$ cat src/assert_macros.svh
// assertion macros shared by the list modules
`ifndef ASSERT_MACROS_SVH
`define ASSERT_MACROS_SVH

// property checked on every rising clock edge outside reset
`define ALI_ASSERT(lbl, prop, msg) \
    lbl: assert property (@(posedge clk) disable iff (!rst_n) prop) else $error(msg);

// condition that must never hold outside reset
`define ALI_NEVER(lbl, expr, msg) \
    `ALI_ASSERT(lbl, !(expr), msg)

`endif

$ cat src/ali_pkg.sv
// types, codes and widths for the positional array list
package ali_pkg;

    localparam int FUNC_W       = 3;
    localparam int POS_W        = 4;
    localparam int VAL_W        = 32;
    localparam int STAT_W       = 2;
    localparam int COUNT_W      = 5;
    localparam int CAPACITY_DEF = 16;

    // request function codes; the two remaining codes are ignored
    typedef enum logic [FUNC_W-1:0] {
        FN_APPEND      = 3'd0,
        FN_INSERT      = 3'd1,
        FN_READ        = 3'd2,
        FN_WRITE       = 3'd3,
        FN_REMOVE      = 3'd4,
        FN_REMOVE_LAST = 3'd5
    } func_t;

    // result status codes
    typedef enum logic [STAT_W-1:0] {
        ST_OK    = 2'd0,
        ST_RANGE = 2'd1,
        ST_FULL  = 2'd2,
        ST_EMPTY = 2'd3
    } status_t;

    // controller states
    typedef enum logic [1:0] {
        S_IDLE,
        S_SHIFT,
        S_LAST,
        S_RESP
    } state_t;

    // controller to datapath commands
    typedef struct packed {
        logic accept;
        logic shift;
        logic last;
        logic respond;
    } ctrl_cmd_t;

    // datapath to controller status
    typedef struct packed {
        logic shift_done;
        logic out_free;
    } dp_stat_t;

endpackage

$ cat src/ali_if.sv
// request and response channel interfaces
interface ali_req_if;
    logic                            valid;
    logic                            ready;
    logic [ali_pkg::FUNC_W-1:0]      func;
    logic [ali_pkg::POS_W-1:0]       position;
    logic signed [ali_pkg::VAL_W-1:0] value;

    modport source (output valid, func, position, value, input ready);
    modport sink   (input valid, func, position, value, output ready);
endinterface

interface ali_rsp_if;
    logic                             valid;
    logic                             ready;
    logic signed [ali_pkg::VAL_W-1:0] read_value;
    logic [ali_pkg::STAT_W-1:0]       status;
    logic [ali_pkg::COUNT_W-1:0]      count;

    modport source (output valid, read_value, status, count, input ready);
    modport sink   (input valid, read_value, status, count, output ready);
endinterface

$ cat src/ali_ctrl.sv
// controller state machine for the array list
`include "assert_macros.svh"

module ali_ctrl (
    input  logic               clk,
    input  logic               rst_n,
    input  logic               req_valid,
    output logic               req_ready,
    input  ali_pkg::dp_stat_t  stat,
    output ali_pkg::ctrl_cmd_t cmd
);

    ali_pkg::state_t state_reg;
    ali_pkg::state_t state_next;

    // state register
    always_ff @(posedge clk or negedge rst_n)
    begin
        if (!rst_n)
            state_reg <= ali_pkg::S_IDLE;
        else
            state_reg <= state_next;
    end

    // next state
    always_comb
    begin
        state_next = state_reg;
        case (state_reg)
            ali_pkg::S_IDLE:
            begin
                if (req_valid)
                    state_next = ali_pkg::S_SHIFT;
            end
            ali_pkg::S_SHIFT:
            begin
                if (stat.shift_done)
                    state_next = ali_pkg::S_LAST;
            end
            ali_pkg::S_LAST:
                state_next = ali_pkg::S_RESP;
            ali_pkg::S_RESP:
            begin
                if (stat.out_free)
                    state_next = ali_pkg::S_IDLE;
            end
            default:
                state_next = ali_pkg::S_IDLE;
        endcase
    end

    // outputs
    always_comb
    begin
        req_ready   = 1'b0;
        cmd         = '0;
        case (state_reg)
            ali_pkg::S_IDLE:
            begin
                req_ready  = 1'b1;
                cmd.accept = req_valid;
            end
            ali_pkg::S_SHIFT:
                cmd.shift = 1'b1;
            ali_pkg::S_LAST:
                cmd.last = 1'b1;
            ali_pkg::S_RESP:
                cmd.respond = stat.out_free;
            default:
                cmd = '0;
        endcase
    end

    `ALI_ASSERT(a_accept_to_shift, cmd.accept |=> state_reg == ali_pkg::S_SHIFT, "accepted item did not start shifting")
    `ALI_ASSERT(a_last_to_resp, state_reg == ali_pkg::S_LAST |=> state_reg == ali_pkg::S_RESP, "final step not followed by response")
    `ALI_ASSERT(a_ready_in_idle, req_ready |-> state_reg == ali_pkg::S_IDLE, "ready outside idle")

endmodule

$ cat src/ali_dp.sv
// datapath: entry memory, count, shift pointers and result register
`include "assert_macros.svh"

module ali_dp #(
    parameter int CAPACITY = ali_pkg::CAPACITY_DEF
) (
    input  logic                             clk,
    input  logic                             rst_n,
    input  ali_pkg::ctrl_cmd_t               cmd,
    output ali_pkg::dp_stat_t                stat,
    input  logic [ali_pkg::FUNC_W-1:0]       req_func,
    input  logic [ali_pkg::POS_W-1:0]        req_position,
    input  logic signed [ali_pkg::VAL_W-1:0] req_value,
    input  logic                             rsp_ready,
    output logic                             rsp_valid,
    output logic signed [ali_pkg::VAL_W-1:0] rsp_read_value,
    output logic [ali_pkg::STAT_W-1:0]       rsp_status,
    output logic [ali_pkg::COUNT_W-1:0]      rsp_count
);

    localparam int AW = (CAPACITY > 1) ? $clog2(CAPACITY) : 1;
    localparam int CW = $clog2(CAPACITY + 1);
    localparam int XW = (CW > ali_pkg::POS_W) ? CW : ali_pkg::POS_W;

    // entry memory
    logic [ali_pkg::VAL_W-1:0] store_mem [CAPACITY];
    logic [ali_pkg::VAL_W-1:0] rdata_reg;
    logic                      mem_we;
    logic [AW-1:0]             mem_waddr;
    logic [AW-1:0]             mem_raddr;
    logic [ali_pkg::VAL_W-1:0] mem_wdata;

    // item registers
    logic [CW-1:0]             count_reg;
    logic [CW-1:0]             cnt_after_reg;
    logic [AW-1:0]             pos_reg;
    logic [ali_pkg::VAL_W-1:0] val_reg;
    ali_pkg::status_t          st_reg;
    logic                      is_read_reg;
    logic                      fin_we_reg;
    logic [AW-1:0]             fin_addr_reg;
    logic                      dir_up_reg;
    logic [CW-1:0]             rem_reg;
    logic [AW-1:0]             ptr_reg;
    logic [AW-1:0]             wptr_reg;
    logic                      pend_reg;

    // result register
    logic                      ovalid_reg;
    logic [ali_pkg::VAL_W-1:0] ord_reg;
    ali_pkg::status_t          ost_reg;
    logic [ali_pkg::COUNT_W-1:0] ocnt_reg;

    // decode of the incoming item
    ali_pkg::status_t          st_next;
    logic                      is_read_next;
    logic                      fin_we_next;
    logic [AW-1:0]             fin_addr_next;
    logic                      dir_up_next;
    logic [CW-1:0]             rem_next;
    logic [AW-1:0]             ptr_next;
    logic [CW-1:0]             cnt_after_next;
    logic [XW-1:0]             posx;
    logic [XW-1:0]             cntx;
    logic                      full;

    always_comb
    begin
        posx           = XW'(req_position);
        cntx           = XW'(count_reg);
        full           = (count_reg == CW'(CAPACITY));
        st_next        = ali_pkg::ST_OK;
        is_read_next   = 1'b0;
        fin_we_next    = 1'b0;
        fin_addr_next  = AW'(req_position);
        dir_up_next    = 1'b0;
        rem_next       = '0;
        ptr_next       = '0;
        cnt_after_next = count_reg;
        case (ali_pkg::func_t'(req_func))
            ali_pkg::FN_APPEND:
            begin
                if (full)
                    st_next = ali_pkg::ST_FULL;
                else
                begin
                    fin_we_next    = 1'b1;
                    fin_addr_next  = AW'(count_reg);
                    cnt_after_next = count_reg + 1'b1;
                end
            end
            ali_pkg::FN_INSERT:
            begin
                if (full)
                    st_next = ali_pkg::ST_FULL;
                else if (posx > cntx)
                    st_next = ali_pkg::ST_RANGE;
                else
                begin
                    // move entries pos..count-1 up by one, top first
                    rem_next       = count_reg - CW'(req_position);
                    ptr_next       = AW'(count_reg - 1'b1);
                    dir_up_next    = 1'b1;
                    fin_we_next    = 1'b1;
                    cnt_after_next = count_reg + 1'b1;
                end
            end
            ali_pkg::FN_READ:
            begin
                if (posx >= cntx)
                    st_next = ali_pkg::ST_RANGE;
                else
                    is_read_next = 1'b1;
            end
            ali_pkg::FN_WRITE:
            begin
                if (posx >= cntx)
                    st_next = ali_pkg::ST_RANGE;
                else
                    fin_we_next = 1'b1;
            end
            ali_pkg::FN_REMOVE:
            begin
                if (posx >= cntx)
                    st_next = ali_pkg::ST_RANGE;
                else
                begin
                    // move entries pos+1..count-1 down by one, bottom first
                    rem_next       = count_reg - CW'(req_position) - 1'b1;
                    ptr_next       = AW'(req_position) + 1'b1;
                    cnt_after_next = count_reg - 1'b1;
                end
            end
            ali_pkg::FN_REMOVE_LAST:
            begin
                if (count_reg == '0)
                    st_next = ali_pkg::ST_EMPTY;
                else
                    cnt_after_next = count_reg - 1'b1;
            end
            default:
                st_next = ali_pkg::ST_OK;
        endcase
    end

    // memory port selection
    always_comb
    begin
        mem_raddr = cmd.shift ? ptr_reg : pos_reg;
        mem_we    = (cmd.shift && pend_reg) || (cmd.last && fin_we_reg);
        mem_waddr = cmd.last ? fin_addr_reg : wptr_reg;
        mem_wdata = cmd.last ? val_reg : rdata_reg;
    end

    always_ff @(posedge clk)
    begin
        if (mem_we)
            store_mem[mem_waddr] <= mem_wdata;
        rdata_reg <= store_mem[mem_raddr];
    end

    // item payload registers
    always_ff @(posedge clk)
    begin
        if (cmd.accept)
        begin
            pos_reg       <= AW'(req_position);
            val_reg       <= req_value;
            st_reg        <= st_next;
            is_read_reg   <= is_read_next;
            fin_we_reg    <= fin_we_next;
            fin_addr_reg  <= fin_addr_next;
            dir_up_reg    <= dir_up_next;
            cnt_after_reg <= cnt_after_next;
        end
    end

    // shift loop: read one source entry a cycle, write it in the next cycle
    always_ff @(posedge clk or negedge rst_n)
    begin
        if (!rst_n)
        begin
            rem_reg  <= '0;
            pend_reg <= 1'b0;
            ptr_reg  <= '0;
            wptr_reg <= '0;
        end
        else if (cmd.accept)
        begin
            rem_reg  <= rem_next;
            pend_reg <= 1'b0;
            ptr_reg  <= ptr_next;
        end
        else if (cmd.shift)
        begin
            pend_reg <= (rem_reg != '0);
            if (rem_reg != '0)
            begin
                rem_reg  <= rem_reg - 1'b1;
                ptr_reg  <= dir_up_reg ? ptr_reg - 1'b1 : ptr_reg + 1'b1;
                wptr_reg <= dir_up_reg ? ptr_reg + 1'b1 : ptr_reg - 1'b1;
            end
        end
    end

    // entry count
    always_ff @(posedge clk or negedge rst_n)
    begin
        if (!rst_n)
            count_reg <= '0;
        else if (cmd.respond)
            count_reg <= cnt_after_reg;
    end

    // result register
    always_ff @(posedge clk or negedge rst_n)
    begin
        if (!rst_n)
            ovalid_reg <= 1'b0;
        else if (cmd.respond)
            ovalid_reg <= 1'b1;
        else if (rsp_ready)
            ovalid_reg <= 1'b0;
    end

    always_ff @(posedge clk)
    begin
        if (cmd.respond)
        begin
            ord_reg  <= is_read_reg ? rdata_reg : '0;
            ost_reg  <= st_reg;
            ocnt_reg <= ali_pkg::COUNT_W'(cnt_after_reg);
        end
    end

    assign stat.shift_done = (rem_reg == '0) && !pend_reg;
    assign stat.out_free   = !ovalid_reg || rsp_ready;

    assign rsp_valid      = ovalid_reg;
    assign rsp_read_value = ord_reg;
    assign rsp_status     = ost_reg;
    assign rsp_count      = ocnt_reg;

    `ALI_NEVER(a_waddr_range, mem_we && ({1'b0, mem_waddr} >= (AW+1)'(CAPACITY)), "write beyond capacity")
    `ALI_NEVER(a_count_range, count_reg > CW'(CAPACITY), "count above capacity")
    `ALI_ASSERT(a_count_hold, !cmd.respond |=> $stable(count_reg), "count moved without a response")

endmodule

$ cat src/array_list_insert_remove.sv
// top level of the bounded positional array list
//
//   channel  role    payload
//   req      sink    func, position, value
//   rsp      source  read_value, status, count
//
// an item passes through the shift, last and response states and moves up to
// CAPACITY - 1 entries; the shift loop moves one entry a cycle through the memory
// reset clears the count and control; entries have no reset and are read only
// below the count
// a result waits in the output register while the next item is taken; a later
// result stays in the datapath until that register frees

module array_list_insert_remove #(
    parameter int CAPACITY = ali_pkg::CAPACITY_DEF
) (
    input  logic     clk,
    input  logic     rst_n,
    ali_req_if.sink  req,
    ali_rsp_if.source rsp
);

    ali_pkg::ctrl_cmd_t cmd;
    ali_pkg::dp_stat_t  stat;

    // controller
    ali_ctrl u_ctrl (
        .clk       (clk),
        .rst_n     (rst_n),
        .req_valid (req.valid),
        .req_ready (req.ready),
        .stat      (stat),
        .cmd       (cmd)
    );

    // datapath
    ali_dp #(
        .CAPACITY (CAPACITY)
    ) u_dp (
        .clk            (clk),
        .rst_n          (rst_n),
        .cmd            (cmd),
        .stat           (stat),
        .req_func       (req.func),
        .req_position   (req.position),
        .req_value      (req.value),
        .rsp_ready      (rsp.ready),
        .rsp_valid      (rsp.valid),
        .rsp_read_value (rsp.read_value),
        .rsp_status     (rsp.status),
        .rsp_count      (rsp.count)
    );

endmodule

$ cat src/flat_wrapper.sv
// flat-port wrapper written by rule: the top's interface ports become plain ports
module array_list_insert_remove_flat 
#(
    parameter int CAPACITY = ali_pkg::CAPACITY_DEF
)
  (clk, rst_n, req_valid, req_func, req_position, req_value, req_ready, rsp_valid, rsp_read_value, rsp_status, rsp_count, rsp_ready);
  ali_req_if req_i ();
  ali_rsp_if rsp_i ();
  input  logic clk;
  input  logic rst_n;
  input wire logic [$bits(req_i.valid)-1:0] req_valid;
  input wire logic [$bits(req_i.func)-1:0] req_func;
  input wire logic [$bits(req_i.position)-1:0] req_position;
  input wire logic [$bits(req_i.value)-1:0] req_value;
  output wire logic [$bits(req_i.ready)-1:0] req_ready;
  output wire logic [$bits(rsp_i.valid)-1:0] rsp_valid;
  output wire logic [$bits(rsp_i.read_value)-1:0] rsp_read_value;
  output wire logic [$bits(rsp_i.status)-1:0] rsp_status;
  output wire logic [$bits(rsp_i.count)-1:0] rsp_count;
  input wire logic [$bits(rsp_i.ready)-1:0] rsp_ready;
  assign req_i.valid = req_valid;
  assign req_i.func = req_func;
  assign req_i.position = req_position;
  assign req_i.value = req_value;
  assign req_ready = req_i.ready;
  assign rsp_valid = rsp_i.valid;
  assign rsp_read_value = rsp_i.read_value;
  assign rsp_status = rsp_i.status;
  assign rsp_count = rsp_i.count;
  assign rsp_i.ready = rsp_ready;
  array_list_insert_remove #(.CAPACITY(CAPACITY)) u_core (.clk(clk), .rst_n(rst_n), .req(req_i), .rsp(rsp_i));
endmodule
$ cat config.mk
export PLATFORM = sky130hd
export DESIGN_NAME = array_list_insert_remove_flat
export DESIGN_NICKNAME = d
export VERILOG_FILES = /design/src/ali_pkg.sv /design/src/ali_if.sv /design/src/ali_ctrl.sv /design/src/ali_dp.sv /design/src/array_list_insert_remove.sv /design/src/flat_wrapper.sv
export VERILOG_INCLUDE_DIRS = /design/src /design/src/src
export SDC_FILE = /design/constraint.sdc
export NUM_CORES = 1
export LEC_CHECK = 0
export BUFFER_PORTS_ARGS = -buffer_cell sky130_fd_sc_hd__buf_2
export CORE_UTILIZATION = 50
export DETAILED_ROUTE_END_ITERATION = 10
export HOLD_SLACK_MARGIN = 0.1
export PLACE_DENSITY = 0.65
export SYNTH_ARGS = -nofsm -noshare
export SYNTH_HDL_FRONTEND = slang
export SYNTH_HIERARCHICAL = 1
export SYNTH_SLANG_ARGS = --single-unit
$ cat constraint.sdc
create_clock -name clk -period 4.7 [get_ports clk]
set_clock_uncertainty 0.2 [all_clocks]
set_input_delay 0.235 -clock clk [delete_from_list [all_inputs] [get_ports clk]]
set_output_delay 0.235 -clock clk [all_outputs]
set_load 0.01 [all_outputs]
## Yosys cells after proc, flatten, opt, wreduce, memory -nomap -nowiden

Memory sizes are Yosys's and may differ from the RTL's. A register that Yosys moved wholly into a read port is not among the register bits.
Index checks and enable logic that the tools add are counted.

- Flip-flop bits (word level): 111
- Bits in latches: 0
- Memory bits (writable): 512
- Memory bits (read-only): 0
- Input port bits: 43
- Output and inout bits: 41
- Word-level logic and storage cells: 114
- Memories: 1

- $add $sub $neg: 8
- Multiply operators: 0
- Divide/modulo/power cells: 0
- $lt $le $gt $ge: 2
- Equal/unequal tests: 12
- Shift-type cells: 0
- Mux-type cells: 53
- Bitwise operators: 1
- Reductions and logical operators: 19

Memories:

| memory | words | bits a word | rd ports | clocked after memory_dff | wr ports | RTL line | RTL |
|---|---|---|---|---|---|---|---|
| u_core.u_dp.store_mem | 16 | 32 | 1 | 1 | 1 | ali_dp.sv:26 | `logic [ali_pkg::VAL_W-1:0] store_mem [CAPACITY];` |

Operators with widths:

| kind | number |
|---|---|
| 5-bit two-way mux | 11 |
| 4-bit two-way mux | 12 |
| 32-bit two-way mux | 1 |
| 5-bit case mux with 4 select lines | 1 |
| 1-bit two-way mux | 17 |
| 2-bit case mux with 4 select lines | 2 |
| 5-bit by 1-bit subtractor with 5-bit output (second input constant) | 3 |
| 2-bit two-way mux | 6 |
| 5-bit zero test | 2 |
| 5-bit case mux with 2 select lines | 1 |
| 4-bit by 1-bit adder with 4-bit output (second input constant) | 2 |
| 4-bit case mux with 2 select lines | 1 |
| 3-bit by 2-bit equality test with 1-bit output (second input constant) | 2 |
| 3-bit equality test (second input constant) | 2 |
| 3-bit AND reduction | 2 |
| 2-bit nonzero test | 3 |
| 5-bit by 1-bit adder with 5-bit output (second input constant) | 1 |
| 5-bit equality test (second input constant) | 1 |
| 4-bit by 5-bit >= comparator with 1-bit output | 1 |
| 4-bit by 5-bit > comparator with 1-bit output | 1 |
| 5-bit nonzero test | 1 |
| 5-bit by 4-bit subtractor with 5-bit output | 1 |
| 2-bit equality test (second input constant) | 2 |
| 2-bit != test (second input constant) | 2 |
| other kinds (13) | 17 |

## Logic depth before layout (Yosys ltp)

- Depth after elaboration: 6
- Depth in mapped cells: 11
- Depth with buffers taken out: 11

## Cells and area by module

The synthesis kept the hierarchy.

By module, submodules not included:

| module | instances | cells each | area each (um^2) | sequential area each (um^2) |
|---|---|---|---|---|
| ali_dp | 1 | 1,350 | 25,580.8 | 19,188.4 |
| ali_ctrl | 1 | 17 | 167.7 | 50.0 |

## Least setup slack after synthesis

OpenSTA, ideal clock, no wires.

- Path type: reg2reg
- From: register u_core.u_ctrl.state_reg[0]
- To: memory u_core/u_dp/store_mem[12][0] (netlist bit) (enable)
- Library setup time: 0.421 ns
- Arrival: 2.929 ns
- Required time: 4.079 ns
- Setup slack: 1.149 ns
- Cell stages (with the launch flop): 8
- Buffers on the path: 1
- Clock period less this slack: 3.551 ns
- Path through: dfrtp_1 inv_1 ha_1 clkbuf_1 mux2_2 o22ai_1 nand2_1 nor2_1

RTL lines:

| what | RTL line | RTL |
|---|---|---|
| start, declared | ali_ctrl.sv:13 | `ali_pkg::state_t state_reg;` |
| start signal, assigned | ali_ctrl.sv:20 | `state_reg <= ali_pkg::S_IDLE;` |
| start signal, assigned | ali_ctrl.sv:22 | `state_reg <= state_next;` |
| end, declared | ali_dp.sv:26 |  |

==> flow_metrics.tcl <==
set metrics [dict create \
    cts_tree "built" \
    final_cell_mix "601 x edfxtp_1, 128 x mux4_2, 97 x nand2_1" \
    startpoint_type "register" \
    crit_required_ns 4.96 \
    cts_root_buffer "clkbuf_16" \
    route.detailed.drc 0 \
    gr-usage-met1_pct 31.0 \
    regMostFlops "u_core/u_dp/store_mem" \
    synthDistinctLibCells 63 \
    syn_nets 1428 \
    wl_per_cell_um 24.9 \
    drt_iter0_markers 1219 \
    hold_path_class "in -> reg" \
    core_sq_um 50500 \
    synth_top_flop_cell "edfxtp_1" \
    post_cts_buffers 0 \
    fin_crit_ns 3.63 \
    synth_edf_count 601 \
    clk_pin_slew_ns 0.06 \
    nNetsFinal 1588 \
    drive_gt1_share_pct 26.3 \
    p_leak_nw 10.0 \
    n_antenna_cell 0 \
    worst_slew_pin_slew_ns 1.10 \
    io_buffer_count 83 \
    post_synth.cell_area_avg_sq_um 18.8 \
    num_rows 82 \
    setup_violations 0 \
    synth_warnings 6 \
    die_width_um 229 \
    arrival_ns 3.89 \
    antenna_found_initial 0 \
    cp_slowest_stage_delay_ns 0.71 \
    drtAntennaViolNets 0 \
    gp_congestion 0.836 \
    max-clock-path-buffers 3 \
    crit_chain "inv_1, ha_1, mux2i_4, buf_12, mux4_2, and2_1, a211oi_1, a31oi_1" \
    grtUsageMet3_pct 3.34 \
    timing.hold.ws_ns 0.150 \
    vias_per_cell 5.87 \
    insertion_delay_ns 0.59 \
    synth_area_sq_um 25700 \
    synth-async-reset-ratio_pct 3.36 \
    cts_buffers 68 \
    synth-seq-cells 655 \
    status "complete, no violations" \
    r2r_slack_ns 1.07 \
    crit_path_max_fanout 60 \
    crit_path_top_delay_cell "ha_1" \
    ctsHtreeMaxLevel 3 \
    fin_tns_setup_ns 0 \
    grt_overflow 0 \
    firstDrtPassIters 5 \
    area_growth_pct 16.8 \
    worstSetupPathType "reg -> reg" \
    met2_usage_pct 34.8 \
    endpoint_kind "register" \
    critPathBufInv 2 \
    cts_hold_buf 45 \
    fp.dieH_um 229 \
    slew_violations 0 \
    drv_cap 0 \
    routed_wl_um 56100 \
    hold_viol 0 \
    grt_pass1_vias 13400 \
    design.die.area_sq_um 52400 \
    irDropWorstVdd_mv 0.406 \
    initial_utilization_pct 51.0 \
    p_per_area_nw_per_um2 658 \
    mostFrequentLayoutCell "edfxtp_1" \
    num_vias 13200 \
    cts-resized-gates 0 \
    critPathTopFamily "multiplexers" \
    dpl.hpwl_um 29600 \
    cts_sinks 655 \
    grt_pass1_wl_um 84200 \
    grt_max_degree 65 \
    gr-usage-all-layers_pct 21.7 \
    slew_headroom_pct 25.0 \
    synth_cells 1367 \
    timing.fmax_mhz 275 \
    post-route-period-util_pct 77.3 \
    rsz0062_at_grt "false" \
    io_pins 84 \
    largest_register_ffs 512 \
    busiest_layer "met2" \
    seq_area_frac_synth_pct 74.7 \
]
==> synth_stat cells (4+ instances only) <==
cell type,number,area share [%]
edfxtp_1,601,70
mux4_2,128,11
nand2_1,97,1.4
and2_1,67,1.6
clkbuf_1,43,0.63
nor2_1,43,0.63
mux2_2,41,1.8
a211oi_1,38,1.1
a31oi_1,38,0.92
dfxtp_1,32,2.5
inv_1,23,0.34
dfrtp_1,22,2.1
a21oi_1,21,0.41
o21ai_0,18,0.35
ha_1,17,0.83
buf_2,16,0.31
nor3_1,12,0.23
xnor2_1,11,0.37
nand3_1,9,0.17
nand2b_1,8,0.19
buf_6,7,0.31
mux2i_1,7,0.27
nor3b_1,4,0.12
o22ai_1,4,0.097
==> where the power goes <==
part / internal [mW] / leakage (nW) / total [mW] / switching [mW]
registers: 8.15 / 5.98 / 8.52 / 0.374
logic: 2.19 / 2.88 / 5.56 / 3.37
clock network: 3.53 / 1.15 / 5.72 / 2.19
total: 13.9 / 10.0 / 19.8 / 5.93
==> worst reg2reg max path: stages, from the launching register on <==
cell,delay [ns]
dfrtp_1,0.41
inv_1,0.09
ha_1,0.71
mux2i_4,0.51
buf_12,0.44
mux4_2,0.66
and2_1,0.17
a211oi_1,0.24
a31oi_1,0.08
==> through the flow <==
step | area (sq um) | total power, mW | worst slack [ns] | util, % | instances
after CTS | 30100 | 20.0 | 1.01 | 59.6 | 2251
final | 30100 | 19.8 | 1.07 | 59.6 | 2251
after floorplan | 25700 | 12.4 | 1.15 | - | 1367
after global routing | 30100 | 20.7 | 0.851 | 59.6 | 2251
after global placement | 27200 | 14.1 | 1.14 | 54.0 | 2084
after detailed placement | 27200 | 14.2 | 1.03 | 54.0 | 2084
==> final timing paths <==
path	from	endpoint	cells after the start
setup / recovery	u_core/u_ctrl/state_reg[1]	u_core/u_dp/rdata_reg[20]	8
hold / removal	req_value[21]	u_core/u_dp/val_reg[21]	2
setup reg to reg	u_core/u_ctrl/state_reg[1]	u_core/u_dp/rdata_reg[20]	8
hold reg to reg	u_core/u_dp/st_reg[1]	u_core/u_dp/rsp_status[1]	0
max in group asynchronous	rst_n	u_core/u_dp/wptr_reg[0]	4
min in group asynchronous	rst_n	u_core/u_dp/cntx[4]	4
==> cell type report <==
cell class | count | area, sq um
Clock buffer | 90 | 1880
Clock inverter | 32 | 508
Fill cell | 3677 | 20400
Inverter | 23 | 86.3
Multi-Input combinational cell | 618 | 6250
Sequential cell | 655 | 19200
Tap cell | 672 | 841
Timing Repair Buffer | 161 | 1290
==> cell families after synthesis <==
group                      after synthesis  synth area share (%)
xor gates and xnor gates                15                 0.564
and+or+nand+nor                        256                  4.84
buffers and inverters                   94                  1.70
DFF                                    655                  74.7
AOI/OAI and AO/OA                      152                  3.97
adders and majority gates               18                 0.904
muxes                                  177                  13.3
==> per-layer routing <==
layer / wire, um / up-vias
li1: - / 5790
met2: 27200 / 386
met4: 1090 / 0
met3: 2840 / 79
met1: 24900 / 6957
met5: 0 / -
(Power assumes the default switching activity.)
